$ cat src/rtl/odtp_pkg.sv
package odtp_pkg;

    localparam int CordicStagesDef = 16;
    localparam int CordicMaxStages = 24;

    localparam logic [7:0]  DistGainRst  = 8'd20;
    localparam logic [15:0] HeadGainRst  = 16'd2000;
    localparam logic [7:0]  EffLimitRst  = 8'd150;
    localparam logic [15:0] ReachRst     = 16'd768;

    localparam logic [1:0] RegDistGain  = 2'd0;
    localparam logic [1:0] RegHeadGain  = 2'd1;
    localparam logic [1:0] RegEffLimit  = 2'd2;
    localparam logic [1:0] RegReach     = 2'd3;

    // CORDIC gain in Q30, pi in Q24
    localparam logic signed [31:0] KQ30  = 32'sd652032874;
    localparam logic signed [27:0] PiQ24 = 28'sd52707179;

    localparam int AW = 34;   // angle accumulator width
    localparam int DW = 40;   // datapath x/y width

    function automatic logic signed [AW-1:0] atan_rom(input logic [4:0] i);
        logic [31:0] v;
        case (i)
            5'd0:  v = 32'h20000000;  5'd1:  v = 32'h12E4051E;
            5'd2:  v = 32'h09FB385B;  5'd3:  v = 32'h051111D4;
            5'd4:  v = 32'h028B0D43;  5'd5:  v = 32'h0145D7E1;
            5'd6:  v = 32'h00A2F61E;  5'd7:  v = 32'h00517C55;
            5'd8:  v = 32'h0028BE53;  5'd9:  v = 32'h00145F2F;
            5'd10: v = 32'h000A2F98;  5'd11: v = 32'h000517CC;
            5'd12: v = 32'h00028BE6;  5'd13: v = 32'h000145F3;
            5'd14: v = 32'h0000A2FA;  5'd15: v = 32'h0000517D;
            5'd16: v = 32'h000028BE;  5'd17: v = 32'h0000145F;
            5'd18: v = 32'h00000A30;  5'd19: v = 32'h00000518;
            5'd20: v = 32'h0000028C;  5'd21: v = 32'h00000146;
            5'd22: v = 32'h000000A3;  5'd23: v = 32'h00000051;
            default: v = 32'h0;
        endcase
        return AW'(signed'({1'b0, v}));
    endfunction

    typedef enum logic [9:0] {
        S_IDLE   = 10'b0000000001,
        S_ROTI   = 10'b0000000010,
        S_ROT    = 10'b0000000100,
        S_POSE   = 10'b0000001000,
        S_VECI   = 10'b0000010000,
        S_VEC    = 10'b0000100000,
        S_MAG    = 10'b0001000000,
        S_ERRI   = 10'b0010000000,
        S_EFF    = 10'b0100000000,
        S_OUT    = 10'b1000000000
    } t_state;

    typedef enum logic [2:0] {
        OP_NONE, OP_ROT_INIT_MID, OP_ROT_INIT_ERR, OP_ITER, OP_POSE, OP_VEC_INIT,
        OP_MAG, OP_EFF
    } t_op;

    typedef struct packed {
        t_op        op;
        logic       vec_mode;
        logic [4:0] iter;
        logic [2:0] sub;
        logic       load_goal;
    } t_cmd;

    typedef struct packed {
        logic       kind;
        logic       driving;
        logic       zero_vec;
    } t_status;

endpackage

$ cat src/rtl/odtp_ctrl.sv
module odtp_ctrl #(
    parameter int CORDIC_STAGES = odtp_pkg::CordicStagesDef
) (
    input  logic              i_clk,
    input  logic              i_rst_n,
    input  logic              i_valid,
    output logic              o_ready,
    output logic              o_valid,
    input  logic              i_ready,
    input  odtp_pkg::t_status i_stat,
    output odtp_pkg::t_cmd    o_cmd
);
    localparam int NS = (CORDIC_STAGES > odtp_pkg::CordicMaxStages) ? odtp_pkg::CordicMaxStages :
                        ((CORDIC_STAGES < 1) ? 1 : CORDIC_STAGES);

    odtp_pkg::t_state r_state, n_state;
    logic [4:0] r_iter, n_iter;
    logic [2:0] r_sub, n_sub;
    logic       r_ovalid, n_ovalid;

    // Output register frees the core once loaded; a new transfer waits for it to drain.
    assign o_ready = (r_state == odtp_pkg::S_IDLE) && !r_ovalid;
    assign o_valid = r_ovalid;

    always_comb begin
        n_state  = r_state;
        n_iter   = r_iter;
        n_sub    = r_sub;
        n_ovalid = r_ovalid && !i_ready;
        o_cmd.op = odtp_pkg::OP_NONE;
        o_cmd.vec_mode = 1'b0;
        o_cmd.iter = r_iter;
        o_cmd.sub = r_sub;
        o_cmd.load_goal = 1'b0;
        case (r_state)
            odtp_pkg::S_IDLE: begin
                if (i_valid && o_ready) begin
                    o_cmd.load_goal = 1'b1;
                    n_state = odtp_pkg::S_ROTI;
                end
            end
            odtp_pkg::S_ROTI: begin
                if (i_stat.kind) begin
                    o_cmd.op = odtp_pkg::OP_ROT_INIT_MID;
                    n_iter = '0;
                    n_state = odtp_pkg::S_ROT;
                end else begin
                    n_state = odtp_pkg::S_VECI;
                end
            end
            odtp_pkg::S_ROT: begin
                o_cmd.op = odtp_pkg::OP_ITER;
                n_iter = r_iter + 5'd1;
                if (r_iter == 5'(NS - 1)) begin
                    n_state = (r_sub == 3'd1) ? odtp_pkg::S_EFF : odtp_pkg::S_POSE;
                    n_sub = '0;
                end
            end
            odtp_pkg::S_POSE: begin
                o_cmd.op = odtp_pkg::OP_POSE;
                n_sub = r_sub + 3'd1;
                if (r_sub == 3'd2) begin
                    n_sub = '0;
                    n_state = odtp_pkg::S_VECI;
                end
            end
            odtp_pkg::S_VECI: begin
                o_cmd.op = odtp_pkg::OP_VEC_INIT;
                n_iter = '0;
                n_state = odtp_pkg::S_VEC;
            end
            odtp_pkg::S_VEC: begin
                o_cmd.op = odtp_pkg::OP_ITER;
                o_cmd.vec_mode = 1'b1;
                n_iter = r_iter + 5'd1;
                if (r_iter == 5'(NS - 1)) begin
                    n_state = odtp_pkg::S_MAG;
                    n_sub = '0;
                end
            end
            odtp_pkg::S_MAG: begin
                o_cmd.op = odtp_pkg::OP_MAG;
                n_sub = r_sub + 3'd1;
                if (r_sub == 3'd1) begin
                    n_sub = '0;
                    n_state = (i_stat.kind && i_stat.driving) ? odtp_pkg::S_ERRI
                                                              : odtp_pkg::S_OUT;
                end
            end
            odtp_pkg::S_ERRI: begin
                o_cmd.op = odtp_pkg::OP_ROT_INIT_ERR;
                n_iter = '0;
                n_sub = 3'd1;
                n_state = odtp_pkg::S_ROT;
            end
            odtp_pkg::S_EFF: begin
                o_cmd.op = odtp_pkg::OP_EFF;
                n_sub = r_sub + 3'd1;
                if (r_sub == 3'd3) begin
                    n_sub = '0;
                    n_state = odtp_pkg::S_OUT;
                end
            end
            odtp_pkg::S_OUT: begin
                n_ovalid = 1'b1;
                n_state = odtp_pkg::S_IDLE;
            end
            default: n_state = odtp_pkg::S_IDLE;
        endcase
    end

    always_ff @(posedge i_clk) begin
        if (!i_rst_n) begin
            r_state  <= odtp_pkg::S_IDLE;
            r_iter   <= '0;
            r_sub    <= '0;
            r_ovalid <= 1'b0;
        end else begin
            r_state  <= n_state;
            r_iter   <= n_iter;
            r_sub    <= n_sub;
            r_ovalid <= n_ovalid;
        end
    end

    logic unused_zero;
    assign unused_zero = i_stat.zero_vec;

endmodule

$ cat config.mk
export PLATFORM = sky130hd
export DESIGN_NAME = odtp_ctrl
export DESIGN_NICKNAME = d
export VERILOG_FILES = /design/src/rtl/odtp_pkg.sv /design/src/rtl/odtp_ctrl.sv
export SDC_FILE = /design/constraint.sdc
export NUM_CORES = 1
export LEC_CHECK = 0
export ABC_AREA = 1
export BUFFER_PORTS_ARGS = -buffer_cell sky130_fd_sc_hd__buf_2
export CELL_PAD_IN_SITES_DETAIL_PLACEMENT = 1
export CELL_PAD_IN_SITES_GLOBAL_PLACEMENT = 1
export CORE_ASPECT_RATIO = 1.4
export CORE_MARGIN = 2
export CORE_UTILIZATION = 45
export CTS_BUF_LIST = sky130_fd_sc_hd__clkbuf_2 sky130_fd_sc_hd__clkbuf_4 sky130_fd_sc_hd__clkbuf_8
export CTS_CLUSTER_SIZE = 25
export DETAILED_ROUTE_END_ITERATION = 10
export PLACE_DENSITY_LB_ADDON = 0.08
export REMOVE_ABC_BUFFERS = 1
export SLEW_MARGIN = 0
export SYNTH_ARGS = -nofsm -noshare
export SYNTH_HDL_FRONTEND = slang
export SYNTH_SLANG_ARGS = --single-unit
export TNS_END_PERCENT = 50
$ cat constraint.sdc
create_clock -name i_clk -period 3.75 [get_ports i_clk]
set_clock_uncertainty 0.05 [all_clocks]
set_input_delay 0 -clock i_clk [delete_from_list [all_inputs] [get_ports i_clk]]
set_output_delay 0 -clock i_clk [all_outputs]
set_load 0.01 [all_outputs]
==> Word level (Yosys, flattened, before mapping) <==
Cells that the tools add are included.
{ "classes": {"muxes": 23, "n_eq_ne": 22, "n_reduce_logical": 13, "add_sub_neg": 2} }
{ "op_table": {"columns": ["operator", "n"], "rows": [
  ["$pmux 10 s9", 1],
  ["$mux 10", 7],
  ["$pmux 3 s7", 1],
  ["$pmux 3 s5", 1],
  ["$pmux 5 s3", 1],
  ["$mux 3", 4],
  ["$ne 2x2->1 const B", 6],
  ["$eq 10x1->1 const B", 1],
  ["$eq 10x10->1 const B", 1],
  ["$eq 10x2->1 const B", 1],
  ["$eq 10x3->1 const B", 1],
  ["$eq 10x4->1 const B", 1],
  ["$eq 10x5->1 const B", 1],
  ["$eq 10x6->1 const B", 1],
  ["$eq 10x7->1 const B", 1],
  ["$eq 10x8->1 const B", 1],
  ["$eq 10x9->1 const B", 1],
  ["$mux 5", 2],
  ["$mux 9", 1],
  ["$eq 3x2->1 const B", 2],
  ["$reduce_and 6->1", 1],
  ["$add 5x1->5 const B", 1],
  ["$eq 5x4->1 const B", 1],
  ["$mux 1", 5],
  ["9 further kinds", 16]
]} }
{ "word_totals": {"out_inout_bits": 15, "inputBits": 7, "reg_bits": 19, "wordCells": 64} }

==> Depth between registers and ports, before layout <==
Gate-level depths: netlist (run 1).
{ "depth": {"ltp_word": 5, "mapped_depth": 13, "mapped_depth_nobuf": 13} }

==> Least setup slack after synthesis (run 1) <==
Ideal clock, no wire load.
{ "synth_path": {"path_type": "flip-flop to flip-flop", "start": "register r_iter[0]", "end": "register r_state[2]", "setup_ns": 0.132, "period_less_slack_ns": 1.616, "n_path_buf": 0, "setup_slack_ns": 2.134, "required_ns": 3.568, "path_stages_with_launch": 14, "arrival_time_ns": 1.433, "cell_sequence": "dfxtp_1 ha_1 nand2_1 nor2_1 ha_1 inv_1 nand3_1 nand2_1 inv_1 nand2_1 nor2_4 inv_2 nand2_1 a21oi_1"} }
{ "synth_between": {"elab_chain_cells": 3, "elab_cells_between_ends": 4, "cone_classes": "eq/ne (3); reduce/logical (1)"} }
{ "synth_lines": {"columns": ["item", "line", "text"], "rows": [
  ["start, declared", "odtp_ctrl.sv:17", "logic [4:0] r_iter, n_iter;"],
  ["start signal, assigned", "odtp_ctrl.sv:120", "r_iter <= n_iter;"],
  ["$eq 5x4->1 *", "odtp_ctrl.sv:54, odtp_ctrl.sv:76", null],
  ["$ne 2x2->1 (no line)", null, null],
  ["$reduce_and 6->1 (no line) *", null, null],
  ["end signal, assigned", "odtp_ctrl.sv:114", "r_state <= odtp_pkg::S_IDLE;"],
  ["end signal, assigned", "odtp_ctrl.sv:119", "r_state <= n_state;"],
  ["end, declared", "odtp_ctrl.sv:16", "odtp_pkg::t_state r_state, n_state;"]
]} }
Mark *: on every way between the ends. The rest lies on a longest branch, timed or not.
A chain may end at the register's enable or synchronous reset.

==> Worst setup path after layout (run 1) <==
{ "layout_path": {"start": "register r_iter[0]", "end": "register r_state[8]"} }
Same word-level chain as after synthesis.

==> run metrics, run 1 <==
Setup TNS Final=0 ns; Die X=52.9 µm; Initial Util=47.8%; Yosys warnings=0; PortBufs=20; DRC Markers=0; Final Total Pwr=0.000419 W; most common cell in the netlist=nand2_1; htree depth=1; FFs w/ async S/R, synth=0%; CTS tree=yes; worst path required time=3.89 ns; synth top area cells=dfxtp_1 25%, nand2_1 13%, nor2_1 9.0%, nand3_1 7.0%, inv_1 6.5%; critical path's top delay family=simple AND/OR/NAND/NOR gates; total global routing track utilization=25.1%; worst skew pair latency=0.26 ns; met2 WL=2.24 mm; min cycle time layout=1.82 ns; Crit-path slowest cell=dfxtp_1; NumNets Final=269; Routed WL=4.23 mm; Final ANT Viol Nets=0; Critical Path Fanout Max=6; GRT overflow=0; antenna violations before repair=0; Buf+Inv Stages, Crit Path=1; status=finished clean; share of the synthesized area in the top cell type=25.2%; leakage power=0.860 nW; DP Area=1640 µm²; Pre-Repair DR Iteration Count=4; relative slew slack=62.0%; Mapped Cells=229; pin count of the biggest net entering global routing=16; CTS sink cnt=19; met1 wire length=1.77 mm; hold violation count in the final report=0; clock-pin transition on the worst setup and hold timing paths=0.08 ns; pwr/cell area=244 nW/µm²; layout cells sized above 1=24.4%; Vias/cell=5.28; flops & latches, synth=19; Rows=24; Place WS=1.93 ns; Antenna Cells=0; vias=1548; worst setup margin=1.93 ns; IO Pins=22; vias in the first global route=1589; dpl hpwl=3.36 mm; Post-CTS Setup Inserts=0; die area=3840 µm²; core area=3150 µm²; Final Cycle Share=48.4%; Peak Freq=0.550 GHz; DIE HEIGHT=72.5 µm; RePlAce Congestion=0.843; Peak supply drop=0.144 mV; Min-Delay Path Class=input pin to flop; WP data arrival=1.96 ns; synthesized area=1510 µm²; post-synth top area cell=dfxtp_1; post-synthesis sequential area ratio=25.2%; Post-synth EDFFs=0; DR WL/cell=14.4 µm; ys flop type=dfxtp_1; final instance area=1720 µm²; crit end category=flop; initial DRC count=47; clock tree buffer depth=2; measured slew at the worst slew-check pin=0.569 ns; first-pass GRT wire length=7.22 mm; met3 WL=121 µm; Num CTS Buffers=3; RSZ-0062 raised after global routing=false; Crit Path Category=flop to flop; max incr delay on CP=0.43 ns; syn_area_per_cell=6.58 µm²; Layout Utilization=54.5%; max_cap viols=0; CP cell instances=ha_1 -> nand2_1 -> nor2_1 -> ha_1 -> inv_1 -> nand4_1 -> nand2_1 -> nor2_4 -> nand3_1 -> a21oi_1; Final Max Slew Viols=0; Worst Setup Start Kind=flop; Root Driver=clkbuf_8; Post-synth top cells=53 x nand2_1, 36 x nor2_1, 26 x inv_1; Top Metal Used=met4; distinct cell type count after synthesis=26; Area growth, synth to finish=13.9%; # setup viols final=0
-- sequential cells by signal (all words and copies together) (netlist names) --
signal and cells:
r_sub 3, o_valid 1, r_iter 5, r_state 10
-- worst min-delay path, stage by stage --
cell and delay [ns]:
buf_2 0.12, o21ai_0 0.09, nand3_1 0.09, nor2_1 0.04
-- report_power, final --
group / internal (W) / leakage, nW / switching [W] / total [W]
sequential: 0.000204 / 0.153 / 0.00000270 / 0.000207
clock: 0.0000740 / 0.0255 / 0.0000729 / 0.000147
combinational: 0.0000213 / 0.681 / 0.0000434 / 0.0000648
total: 0.000300 / 0.860 / 0.000119 / 0.000419
-- worst paths after layout --
path | from | to | slack, ns | cells past startpoint
max | r_iter[0] | r_state[8] | 1.93 | 10
max reg2reg | r_iter[0] | r_state[8] | 1.93 | 10
min reg2reg | r_iter[3] | r_iter[3] | 0.44 | 2
min | i_stat[2] | r_state[4] | 0.07 | 4
-- layout by cell type (no fill, tap or decap), drive strengths merged --
master	netlist	routed
a21oi	14	14
a22oi	1	1
a31o	1	1
buf	1	20
clkbuf	1	3
clkinv	0	1
dfxtp	19	19
dlygate4sd3	0	3
ha	7	7
inv	35	35
nand2	60	60
nand3	29	29
nand4	5	5
nor2	46	46
nor3	3	3
nor3b	1	1
o211ai	1	1
o21ai	2	2
or2	3	3
-- through the flow --
| step | hold WS, ns | cells |
|---|---|---|
| detailed placement | 0.213 | 286 |
| global placement | 0.206 | 286 |
| floorplan | 0.0356 | 227 |
| global route | 0.103 | 293 |
| CTS | 0.0647 | 293 |
| finish | 0.0674 | 293 |
-- cell type report --
class	instances	area, µm²
fill	452	1440
multi-input combinational	173	973
clock inverter	1	5.00
clock buffer	3	41.3
timing repair buffer	23	130
sequential	19	380
tap	39	48.8
inverter	35	139
-- cells by family after synthesis --
group	after synthesis	synth area share (%)
AOI/OAI and AO/OA	19	6.89
adders and majority gates	7	5.81
buffers and inverters	37	10.2
DFF	19	25.2
and+or+nand+nor	147	51.9
-- what timing repair did --
item | in CTS | in global routing
resized for setup | 0 | 0
endpoints found under the hold margin | 6 | 0
hold buffers | 3 | 0
-- layer usage --
| metal | GRT usage (%) | vias up |
|---|---|---|
| met5 | 0 | - |
| met4 | 9.40 | 0 |
| met3 | 2.88 | 9 |
| met2 | 44.7 | 29 |
| met1 | 29.9 | 734 |
| li1 | - | 776 |
(Power assumes the default switching activity.)
==> inputs of run 2 (changes only) <==
- CORE_UTILIZATION: 45 -> 41
- clock period: 3.75 -> 1.8 ns (I/O delays scaled with it)
==> run 2 against run 1 <==
Cell count is 2.0% higher. Wire length is 1.9% higher. Non-clock buffer count is 3 higher. Critical endpoint is now r_state[2]. Core utilization is 4.4 points lower. Register-to-register slack worse by 1.8 ns. Global-route usage is 3.1 points lower. Critical path depth is 1 higher. Clock power is 120% higher. Sequential power is 110% higher. Count of clock-buffer cells in the layout stayed put.
==> run metrics, run 2 (synthesis results as in run 1) <==
initial DRC count=32 (-32%); Num CTS Buffers=3 (unchanged); crit end category=flop; post-route insts no fill=299 (+2.0%); PortBufs=20 (unchanged); leakage power=0.875 nW (+1.7%); max_cap viols=0 (unchanged); Final Max Slew Viols=0 (unchanged); final instance area=1790 µm² (+4.3%); Final Cycle Share=93.7% (+45 points); Critical Path Fanout Max=6 (unchanged); relative slew slack=62.0% (about the same); biggest regs=r_state: 10 flops, r_iter: 5 flops, r_sub: 3 flops; DP Area=1660 µm² (+1.1%); RSZ-0062 raised after global routing=false; worst skew pair latency=0.27 ns (about the same); max FFs per register=10 (unchanged); Layout Utilization=50.1% (-4.4 points); Vias/cell=5.15 (-2.5%); Root Driver=clkbuf_8; Min-Delay Path Class=input pin to flop; die area=4190 µm² (+9.1%); Routed WL=4.31 mm (+1.9%); DRC Markers=0 (unchanged); clock-pin transition on the worst setup and hold timing paths=0.08 ns (about the same); DIE HEIGHT=75.8 µm (+4.5%); Area growth, synth to finish=18.8%; pin count of the biggest net entering global routing=16 (unchanged); # setup viols final=0 (unchanged); hold violation count in the final report=0 (unchanged); core area=3580 µm² (+13%); Top reg by flops=r_state; CTS sink cnt=19 (unchanged); Place WS=0.00366 ns (-1.93 ns); htree depth=1 (unchanged); placed cell count=291 (+1.7%); clock tree buffer depth=2 (unchanged); Antenna Cells=0 (unchanged); WP data arrival=1.77 ns (-0.19 ns); total global routing track utilization=21.9% (-3.1 points); first-pass GRT wire length=7.04 mm (-2.5%); Die X=55.3 µm (+4.4%); vias=1540 (-0.52%); Setup TNS Final=0 ns (unchanged); DR WL/cell=14.4 µm (-0.15%); status=finished clean; Crit Path Category=flop to flop; most common cell after layout, fill and taps aside=nand2_1; Worst Setup Start Kind=flop; CTS tree=yes; worst setup margin=0.113 ns (-1.82 ns); IO Pins=22 (unchanged); min cycle time layout=1.69 ns (-0.129 ns); RePlAce Congestion=0.821 (-2.7%); NumNets Final=272 (+1.1%); Final ANT Viol Nets=0 (unchanged); Rows=26 (+8.3%); dpl hpwl=3.36 mm (about the same); vias in the first global route=1506 (-5.2%); Pre-Repair DR Iteration Count=4 (unchanged); pwr/cell area=496 nW/µm² (+100%); most frequent cells in the layout=50 x nand2_1, 34 x nor2_1, 24 x inv_1, 20 x nand3_1, 20 x buf_2; antenna violations before repair=0 (unchanged); measured slew at the worst slew-check pin=0.569 ns (-0.000492 ns); layout cells sized above 1=30.4% (+5.9 points); GRT overflow=0 (unchanged); Peak supply drop=0.258 mV (+79%); Peak Freq=0.593 GHz (+7.7%); Initial Util=42.1% (-5.7 points); worst path required time=1.88 ns (-2.01 ns)
run 2: cell count changes in the layout (fill, tap and decap cells not counted), moves of 2 or more:
cell     previous run  this run
nor2_1             36        34
inv_2               6         8
ha_1                7         5
buf_4               0         3
nand2_2             2         5
dfxtp_1            19        17
inv_1              26        24
nand2_1            53        50
run 2: final cells by class:
cell class / count / area, µm²
Clock buffer: 3 / 41.3
Timing Repair Buffer: 26 / 153
Multi-Input combinational cell: 173 / 1020
Fill cell: 494 / 1790
Inverter: 35 / 139
Clock inverter: 1 / 5.00
Tap cell: 42 / 52.6
Sequential cell: 19 / 385
run 2: final timing paths:
check / cells past startpoint / startpoint / to / slack (ns)
worst max-delay path: 11 / r_iter[1] / r_state[2] / 0.11
worst min-delay path: 4 / i_stat[2] / r_state[4] / 0.06
worst min register to register: 2 / r_iter[3] / r_iter[3] / 0.45
worst max register to register: 11 / r_iter[1] / r_state[2] / 0.11
run 2: repair_timing:
| item | in CTS | in global routing |
|---|---|---|
| resized for setup | 2 | 14 |
| setup buffers | 0 | 1 |
| hold buffers | 3 | 0 |
| endpoints found under the hold margin | 6 | 0 |
| endpoints found under the setup margin | 6 | 8 |
| pin swaps | 1 | 5 |
run 2: per-layer routing:
layer	routed length [µm]	part of all wire (%)	global-route usage (%)
met1	1840	43	24.6
met4	76	1.8	8.40
met2	2310	54	42.7
met3	89	2.1	2.55
met5	0	0	0
run 2: report_power, final:
group	internal, W	switching, W
Sequential	0.000424	0.00000488
Combinational	0.0000468	0.0000955
Clock	0.000155	0.000164
run 2: through the flow:
| step | hold WS, ns | power (W) |
|---|---|---|
| after floorplan | 0.0356 | 0.000531 |
| after global placement | 0.208 | 0.000571 |
| after detailed placement | 0.216 | 0.000572 |
| after CTS | 0.0602 | 0.000892 |
| after global routing | 0.0868 | 0.000936 |
| final | 0.0606 | 0.000890 |
run 2: worst max-delay path, stage by stage, from the launching register on:
cell,delay [ns]
dfxtp_4,0.37
ha_4,0.13
nand2_2,0.07
nor2_4,0.11
ha_2,0.17
inv_2,0.04
nand4_1,0.11
nand2_2,0.09
nor2_4,0.22
inv_2,0.06
nand2_1,0.06
a21oi_1,0.05
